===== config.mk =====
export PLATFORM = sky130hd
export DESIGN_NAME = sorted_key_set_core
export DESIGN_NICKNAME = d
export VERILOG_FILES = /design/src/design/skset_pkg.sv /design/src/design/skset_ram.sv /design/src/design/sorted_key_set_core.sv
export SDC_FILE = /design/constraint.sdc
export NUM_CORES = 2
export LEC_CHECK = 0
export ABC_AREA = 1
export BUFFER_PORTS_ARGS = -buffer_cell sky130_fd_sc_hd__buf_2
export CORE_UTILIZATION = 50
export CTS_CLUSTER_DIAMETER = 60
export DETAILED_ROUTE_END_ITERATION = 6
export GPL_ROUTABILITY_DRIVEN = 1
export HOLD_SLACK_MARGIN = 0.06
export PLACE_DENSITY = 0.69
export SLEW_MARGIN = 15
export SYNTH_ARGS = -nofsm -noshare
export SYNTH_HDL_FRONTEND = slang
export SYNTH_HIERARCHICAL = 1
export SYNTH_SLANG_ARGS = --single-unit

===== constraint.sdc =====
create_clock -name clk -period 10.55 [get_ports clk]
set_input_delay 1.055 -clock clk [delete_from_list [all_inputs] [get_ports clk]]
set_output_delay 1.055 -clock clk [all_outputs]
set_load 0.005 [all_outputs]

===== src/design/skset_pkg.sv =====
`timescale 1ns / 1ps
// ----------------------------------------------------------------------------
// skset_pkg
// Shared constants for the sorted key set: command and status codes,
// field widths and the default capacity.
// ----------------------------------------------------------------------------
package skset_pkg;

  localparam int DEF_CAPACITY = 64;

  localparam int CMD_W = 2;
  localparam int KEY_W = 32;
  localparam int STATUS_W = 2;
  localparam int POS_W = 6;
  localparam int OCC_W = 7;

  localparam logic [CMD_W-1:0] CMD_INSERT = 2'd0;
  localparam logic [CMD_W-1:0] CMD_REMOVE = 2'd1;
  localparam logic [CMD_W-1:0] CMD_SEARCH = 2'd2;

  localparam logic [STATUS_W-1:0] ST_OK     = 2'd0;
  localparam logic [STATUS_W-1:0] ST_DUP    = 2'd1;
  localparam logic [STATUS_W-1:0] ST_ABSENT = 2'd2;
  localparam logic [STATUS_W-1:0] ST_FULL   = 2'd3;

endpackage


===== src/design/skset_ram.sv =====
`timescale 1ns / 1ps
// ----------------------------------------------------------------------------
// skset_ram
// Generic simple dual-port RAM: one write port, one read port with
// registered read data.
// ----------------------------------------------------------------------------
module skset_ram #(
  parameter int WIDTH = 32,
  parameter int DEPTH = 64
) (
  input  logic                     clk,
  input  logic                     we,
  input  logic [$clog2(DEPTH)-1:0] waddr,
  input  logic [WIDTH-1:0]         wdata,
  input  logic [$clog2(DEPTH)-1:0] raddr,
  output logic [WIDTH-1:0]         rdata
);

  logic [WIDTH-1:0] mem [DEPTH];

  always_ff @(posedge clk) begin
    if (we) begin
      mem[waddr] <= wdata;
    end
    rdata <= mem[raddr];
  end

endmodule


===== src/design/sorted_key_set_core.sv =====
`timescale 1ns / 1ps
// ----------------------------------------------------------------------------
// sorted_key_set_core
// Bounded set of distinct signed 32-bit keys kept in ascending order, with
// insert, remove and search requests, one result per request.
// ----------------------------------------------------------------------------
// One request is worked at a time. The keys live in a single RAM with one
// read and one write port, and that port pair sets the timing: a request
// first scans the list from rank 0 at one entry per cycle until it meets the
// first key not below the requested one, then an insert or remove moves the
// tail of the list by one place at one entry per cycle. A finished result
// that is not yet taken holds the block before it goes back to idle.
// s_tready is high only while the block waits for a request; a finished
// result sits in the output register until taken, and a new request may be
// accepted meanwhile (its own result then waits for the slot to free).
// Status: 0 success or found, 1 duplicate, 2 not present, 3 full. Position
// is the rank when status is 0 and zero otherwise; occupancy is the count
// after the request. Command code 3 does nothing and reports not present.
// No memory clear follows reset: entries beyond the count may be read ahead, but their data is never used.
// ----------------------------------------------------------------------------
module sorted_key_set_core #(
  parameter int CAPACITY = skset_pkg::DEF_CAPACITY
) (
  input  logic        clk,
  input  logic        rst,
  // request channel
  input  logic        s_tvalid,
  output logic        s_tready,
  input  logic [31:0] s_tdata,   // [31:0] key (signed)
  input  logic [1:0]  s_tuser,   // [1:0] command
  // result channel
  output logic        m_tvalid,
  input  logic        m_tready,
  output logic [15:0] m_tdata    // [1:0] status, [7:2] position, [14:8] occupancy
);

  import skset_pkg::*;

  localparam int IDX_W = $clog2(CAPACITY);
  localparam int CNT_W = $clog2(CAPACITY + 1);
  localparam logic [CNT_W-1:0] ONE   = CNT_W'(1);
  localparam logic [CNT_W-1:0] TWO   = CNT_W'(2);
  localparam logic [CNT_W-1:0] CAP_C = CNT_W'(CAPACITY);

  localparam logic [2:0] S_IDLE   = 3'd0;
  localparam logic [2:0] S_CMP    = 3'd1;
  localparam logic [2:0] S_DECIDE = 3'd2;
  localparam logic [2:0] S_INS_WR = 3'd3;
  localparam logic [2:0] S_INS_KEY = 3'd4;
  localparam logic [2:0] S_DEL_WR = 3'd5;
  localparam logic [2:0] S_OUT    = 3'd6;

  logic [2:0]              state, state_next;
  logic [CNT_W-1:0]        count, count_next;
  logic [CNT_W-1:0]        idx, idx_next;      // scan index, then insert/remove rank
  logic [CNT_W-1:0]        ptr, ptr_next;      // shift destination
  logic                    held, held_next;
  logic [CMD_W-1:0]        cmd;
  logic signed [KEY_W-1:0] key;
  logic [STATUS_W-1:0]     res_status, res_status_next;
  logic [CNT_W-1:0]        res_pos, res_pos_next;

  logic                    ram_we;
  logic [CNT_W-1:0]        ram_waddr_w, ram_raddr_w;
  logic [KEY_W-1:0]        ram_wdata, ram_rdata;
  logic                    key_lt, key_eq;
  logic [CNT_W+POS_W-1:0]  pos_ext;
  logic [CNT_W+OCC_W-1:0]  occ_ext;

  skset_ram #(
    .WIDTH (KEY_W),
    .DEPTH (CAPACITY)
  ) u_keys (
    .clk   (clk),
    .we    (ram_we),
    .waddr (ram_waddr_w[IDX_W-1:0]),
    .wdata (ram_wdata),
    .raddr (ram_raddr_w[IDX_W-1:0]),
    .rdata (ram_rdata)
  );

  assign s_tready = (state == S_IDLE);
  assign key_lt   = $signed(ram_rdata) < key;
  assign key_eq   = $signed(ram_rdata) == key;

  // Read address: prefetch the next entry each cycle so the scan and the
  // shifts move one entry per cycle.
  always_comb begin
    case (state)
      S_CMP:    ram_raddr_w = idx + ONE;
      S_DECIDE: ram_raddr_w = (cmd == CMD_INSERT) ? (count - ONE) : (idx + ONE);
      S_INS_WR: ram_raddr_w = ptr - TWO;
      S_DEL_WR: ram_raddr_w = ptr + TWO;
      default:  ram_raddr_w = '0;
    endcase
  end

  always_comb begin
    state_next      = state;
    count_next      = count;
    idx_next        = idx;
    ptr_next        = ptr;
    held_next       = held;
    res_status_next = res_status;
    res_pos_next    = res_pos;
    ram_we          = 1'b0;
    ram_waddr_w     = ptr;
    ram_wdata       = ram_rdata;

    case (state)
      S_IDLE: begin
        if (s_tvalid) begin
          idx_next   = '0;
          held_next  = 1'b0;
          state_next = (count == '0) ? S_DECIDE : S_CMP;
        end
      end

      // Find the first held key not below the request key.
      S_CMP: begin
        if (key_lt) begin
          idx_next = idx + ONE;
          if (idx + ONE == count) begin
            state_next = S_DECIDE;
          end
        end else begin
          held_next  = key_eq;
          state_next = S_DECIDE;
        end
      end

      S_DECIDE: begin
        res_status_next = ST_ABSENT;
        res_pos_next    = '0;
        state_next      = S_OUT;
        case (cmd)
          CMD_INSERT: begin
            if (held) begin
              res_status_next = ST_DUP;
            end else if (count == CAP_C) begin
              res_status_next = ST_FULL;
            end else begin
              res_status_next = ST_OK;
              res_pos_next    = idx;
              ptr_next        = count;
              state_next      = (idx == count) ? S_INS_KEY : S_INS_WR;
            end
          end
          CMD_REMOVE: begin
            if (held) begin
              res_status_next = ST_OK;
              res_pos_next    = idx;
              ptr_next        = idx;
              if (idx + ONE == count) begin
                count_next = count - ONE;
              end else begin
                state_next = S_DEL_WR;
              end
            end
          end
          CMD_SEARCH: begin
            if (held) begin
              res_status_next = ST_OK;
              res_pos_next    = idx;
            end
          end
          default: begin
            res_status_next = ST_ABSENT;
          end
        endcase
      end

      // Move the tail up one place, from the top entry down to the rank.
      S_INS_WR: begin
        ram_we   = 1'b1;
        ptr_next = ptr - ONE;
        if (ptr - ONE == idx) begin
          state_next = S_INS_KEY;
        end
      end

      S_INS_KEY: begin
        ram_we      = 1'b1;
        ram_waddr_w = idx;
        ram_wdata   = key;
        count_next  = count + ONE;
        state_next  = S_OUT;
      end

      // Move the tail down one place over the removed entry.
      S_DEL_WR: begin
        ram_we   = 1'b1;
        ptr_next = ptr + ONE;
        if (ptr + TWO == count) begin
          count_next = count - ONE;
          state_next = S_OUT;
        end
      end

      S_OUT: begin
        if (!m_tvalid || m_tready) begin
          state_next = S_IDLE;
        end
      end

      default: begin
        state_next = S_IDLE;
      end
    endcase
  end

  assign pos_ext = {{POS_W{1'b0}}, res_pos};
  assign occ_ext = {{OCC_W{1'b0}}, count};

  always_ff @(posedge clk) begin
    if (rst) begin
      state    <= S_IDLE;
      count    <= '0;
      m_tvalid <= 1'b0;
    end else begin
      state <= state_next;
      count <= count_next;
      if (state == S_OUT && (!m_tvalid || m_tready)) begin
        m_tvalid <= 1'b1;
      end else if (m_tready) begin
        m_tvalid <= 1'b0;
      end
    end
  end

  // Payload registers: no reset needed.
  always_ff @(posedge clk) begin
    idx        <= idx_next;
    ptr        <= ptr_next;
    held       <= held_next;
    res_status <= res_status_next;
    res_pos    <= res_pos_next;
    if (state == S_IDLE && s_tvalid) begin
      cmd <= s_tuser;
      key <= s_tdata;
    end
    if (state == S_OUT && (!m_tvalid || m_tready)) begin
      m_tdata <= {1'b0, occ_ext[OCC_W-1:0], pos_ext[POS_W-1:0], res_status};
    end
  end

endmodule

==> results by group <==
Run status
  – Status: complete, no violations

Clocking
  – TritonCTS Buffers: 210
  – Max H-tree Level: 4
  – Clock root cell: clkbuf_16
  – CTS tree: built
  – CTS resizes: 0
  – Worst-skew pair later-pin latency: 0.85 ns
  – # Post-CTS Setup Buffers: 0
  – Hold_buf cts: 0
  – Clk sinks: 2,163
  – Clock Path Buffers: 3
  – Worst-path clk slew: 0.06 ns

Global route
  – Vias in the first global route: 56,100
  – Initial antenna violation count: 6
  – Pin count of the biggest net entering global routing: between 200 and 250
  – Global-route wire length before repair: between 300,000 and 400,000 um
  – Gr ovfl total: 0
  – Total track usage: 28.18%

Power
  – Peak VDD IR: 291.4 uV
  – Logic pwr share: 39.0%
  – Sw frac: about two fifths
  – Static leakage: around 35 nW
  – Switching pwr: about 0.013 W
  – Clk pwr share: 23.4%
  – Seq pwr share: a little under two fifths
  – PwrDens: between 300 and 400 nW/um2
  – Internal power: between 0.015 and 0.02 W

Setup path
  – Critical path arrival: just under 7 ns
  – Worst Path Required: ~11 ns
  – Critical path capture point type: flip-flop
  – Startpoint types: flip-flop
  – CP Class: reg2reg
  – R2r startpoint: state[2]$_SDFFE_PP0P_
  – Launch point of the worst path: state[2]$_SDFFE_PP0P_
  – CP Max Fanout: about 170

Timing
  – Setup Viol. Count Final: 0
  – Fin crit share: 56.40%
  – RSZ-0062 raised after global routing: false
  – Final Hold Vio Count: 0
  – Worst Clk Skew: a little over 0.03 ns
  – F_max: between 0.15 and 0.2 GHz
  – Setup_tns: 0 ns
  – Rel. slew slack: a little under a fifth
  – Final Slew Violations: 0
  – Least-Margin Pin Slew: between 1 and 1.5 ns
  – Final min period: between 5 and 6 ns

Job
  – Max-cap violations: 0

Finish
  – Finished Layout Cells: 9,977
  – Multi-input gate area: between 20,000 and 25,000 um2
  – Filler cell count: approximately 14,000
  – Final core occ: 55.79%
  – Area growth syn-to-layout: 10.88%
  – Register area: approximately 65,000 um2
  – Nets: between 7,000 and 8,000
  – Fraction of final layout cells sized beyond drive strength 1: about 8.0%

Routing
  – Routed Wire Length: roughly 260,000 um
  – Post-DR wirelength/cell: 25.62 um
  – DRC Markers: 0
  – DRT Pass-1 Iters: 6
  – Via count of the routed design: approximately 60,000
  – DRT iter0 DRCs: between 8,000 and 9,000
  – Post-route ant nets: 0
  – Via/cell ratio: 6.005

Synthesis
  – Top cells by area, synth: edfxtp_1 (72%), nand3_1 (11%), nand2_1 (10%)
  – Primary FF master, synth: edfxtp_1
  – Post-synth top area cell: edfxtp_1
  – Count leader, synth: nand2_1
  – Share of the synthesized area in the top cell type: between 70% and 80%
  – Mapped Nets: 7,596
  – Post-synth EDFFs: 2,120
  – Yosys cell types: 47
  – Mapped Cells: between 7,000 and 8,000
  – #FFs+latches synth: roughly 2,200
  – Yosys warning total: 6
  – Cell Area, Synth: about 89,000 um2
  – List of most frequent post-synthesis cells: nand2_1 (2,444), edfxtp_1 (2,120), nand3_1 (1,965), buf_2 (288), nor2_1 (123)
  – Async S/R FF share, synth: 0%
  – Seq/Total Area, Yosys: approximately 73%
  – Syn Area/Cell: around 12 um2

Min path
  – Hold Path Origin: s_tdata[4]
  – Min-Delay Path Class: in2reg

Floorplanning
  – Die Y: 422.8 um
  – Die W: 422.8 um
  – Row cnt: approximately 150
  – Initial core utilization: between 50% and 60%
  – Die area: around 180,000 um2
  – I/O Pins: 56
  – Core ar.: ~180,000 um2

Placed design
  – Dpl hpwl: between 100,000 and 150,000 um
  – Final GP Congestion: 0.8940
  – Placed insts: roughly 9,600
  – IO Port Bufs: 54
[flip-flops by register name, indices dropped and copies added, names as in the netlist, 6 cells and up]
register / flops
u_keys/mem: 2048
m_tdata: 15
ptr: 7
count: 7
u_keys/rdata: 32
idx: 7
key: 32
res_pos: 6
[layout make-up]
class / instances / area share [%]
Clock inverter: 122 / 1.117
Tap cell: 2340 / 2.983
Antenna cell: 2 / 0.005099
Timing Repair Buffer: 202 / 1.522
Multi-Input combinational cell: 4759 / 22.48
Sequential cell: 2163 / 65.74
Clock buffer: 270 / 5.656
Inverter: 119 / 0.4997
[worst max-delay path, cell delays in order, from the launching register on]
cell and delay [ns]:
dfxtp_1 0.44, inv_1 0.16, nor2_1 0.65, nor2_1 0.31, o221ai_4 0.21, buf_4 0.52, buf_12 0.64, buf_4 0.67
buf_4 0.66, nand2_1 0.11, nand3_1 0.11, nand3_1 0.09, nand3_1 0.21, nand3_1 0.15, nand2_1 0.11, nand2_1 0.29
nand2_1 0.19
[power by group through the flow]
| stage | clock [W] | combinational [W] | sequential (W) |
|---|---|---|---|
| 2_1_floorplan | 0 | 0.00737 | 0.0119 |
| 3_3_place_gp | 0 | 0.0116 | 0.0118 |
| 3_5_place_dp | 0 | 0.0117 | 0.0118 |
| 4_1_cts | 0.00731 | 0.0118 | 0.0117 |
| 5_1_grt | 0.00761 | 0.0129 | 0.0117 |
| 6_report | 0.00725 | 0.0121 | 0.0117 |
[layer usage]
layer | up-vias | wire [um] | global-route usage [%]
li1 | 26470 | - | -
met1 | 29090 | 95430 | 38.63
met2 | 3756 | 116100 | 43.03
met3 | 590 | 32630 | 6.472
met4 | 6 | 11440 | 12.61
met5 | - | 32 | 0
[final timing paths]
path | end | slack (ns) | cells after the start
worst max-delay path | u_keys/rdata[9]$_DFF_P_ | 4.60 | 16
worst min-delay path | key[4]$_DFFE_PP_ | 0.38 | 1
worst max register to register | u_keys/rdata[9]$_DFF_P_ | 4.60 | 16
worst min register to register | m_tdata[4]$_DFFE_PP_ | 0.42 | 0
[metrics by stage]
step | power, W | setup slack (ns) | hold WS [ns] | instance area, um2
5_1_grt | 0.03218 | 4.259 | 0.3367 | 98150
6_report | 0.03104 | 4.600 | 0.3754 | 98150
2_1_floorplan | 0.01929 | 5.074 | 0.4003 | 88520
3_5_place_dp | 0.02359 | 4.807 | 0.4045 | 91500
3_3_place_gp | 0.02343 | 4.887 | 0.4066 | 91500
4_1_cts | 0.03078 | 4.784 | 0.3111 | 98150
[logic make-up after synthesis]
kind of cell / share of synthesized area (%)
multiplexers: 0.01131
other: 0.004236
buffers and inverters: 3.202
XOR/XNOR: 0.2728
adder cells (fa/ha/maj): 0.6078
AO/OA/AOI/OAI: 0.7195
flip-flops: 72.89
AND/OR/NAND/NOR: 22.29
[cell usage in the layout (no fill, tap or decap), types with 4 or more instances in the layout]
| master | instances |
|---|---|
| nand2_1 | 2443 |
| edfxtp_1 | 2120 |
| nand3_1 | 1963 |
| clkbuf_16 | 211 |
| buf_4 | 139 |
| inv_1 | 109 |
| nor2_1 | 66 |
| nor2_4 | 57 |
| clkbuf_1 | 54 |
| buf_2 | 54 |
| clkinv_1 | 50 |
| ha_1 | 43 |
| dfxtp_1 | 43 |
| clkinv_2 | 36 |
| o21ai_4 | 34 |
| o21ai_0 | 28 |
| a21oi_1 | 28 |
| xor2_1 | 17 |
| nand4_1 | 13 |
| bufinv_16 | 13 |
| clkinv_8 | 10 |
| buf_12 | 9 |
| xnor2_1 | 8 |
| nor4_2 | 8 |
| nor3_1 | 6 |
| o21ai_1 | 6 |
| nor2_2 | 5 |
| inv_6 | 5 |
| clkbuf_8 | 5 |
| o221ai_1 | 4 |
| clkinvlp_4 | 4 |
| inv_8 | 4 |
(Power assumes the default switching activity.)
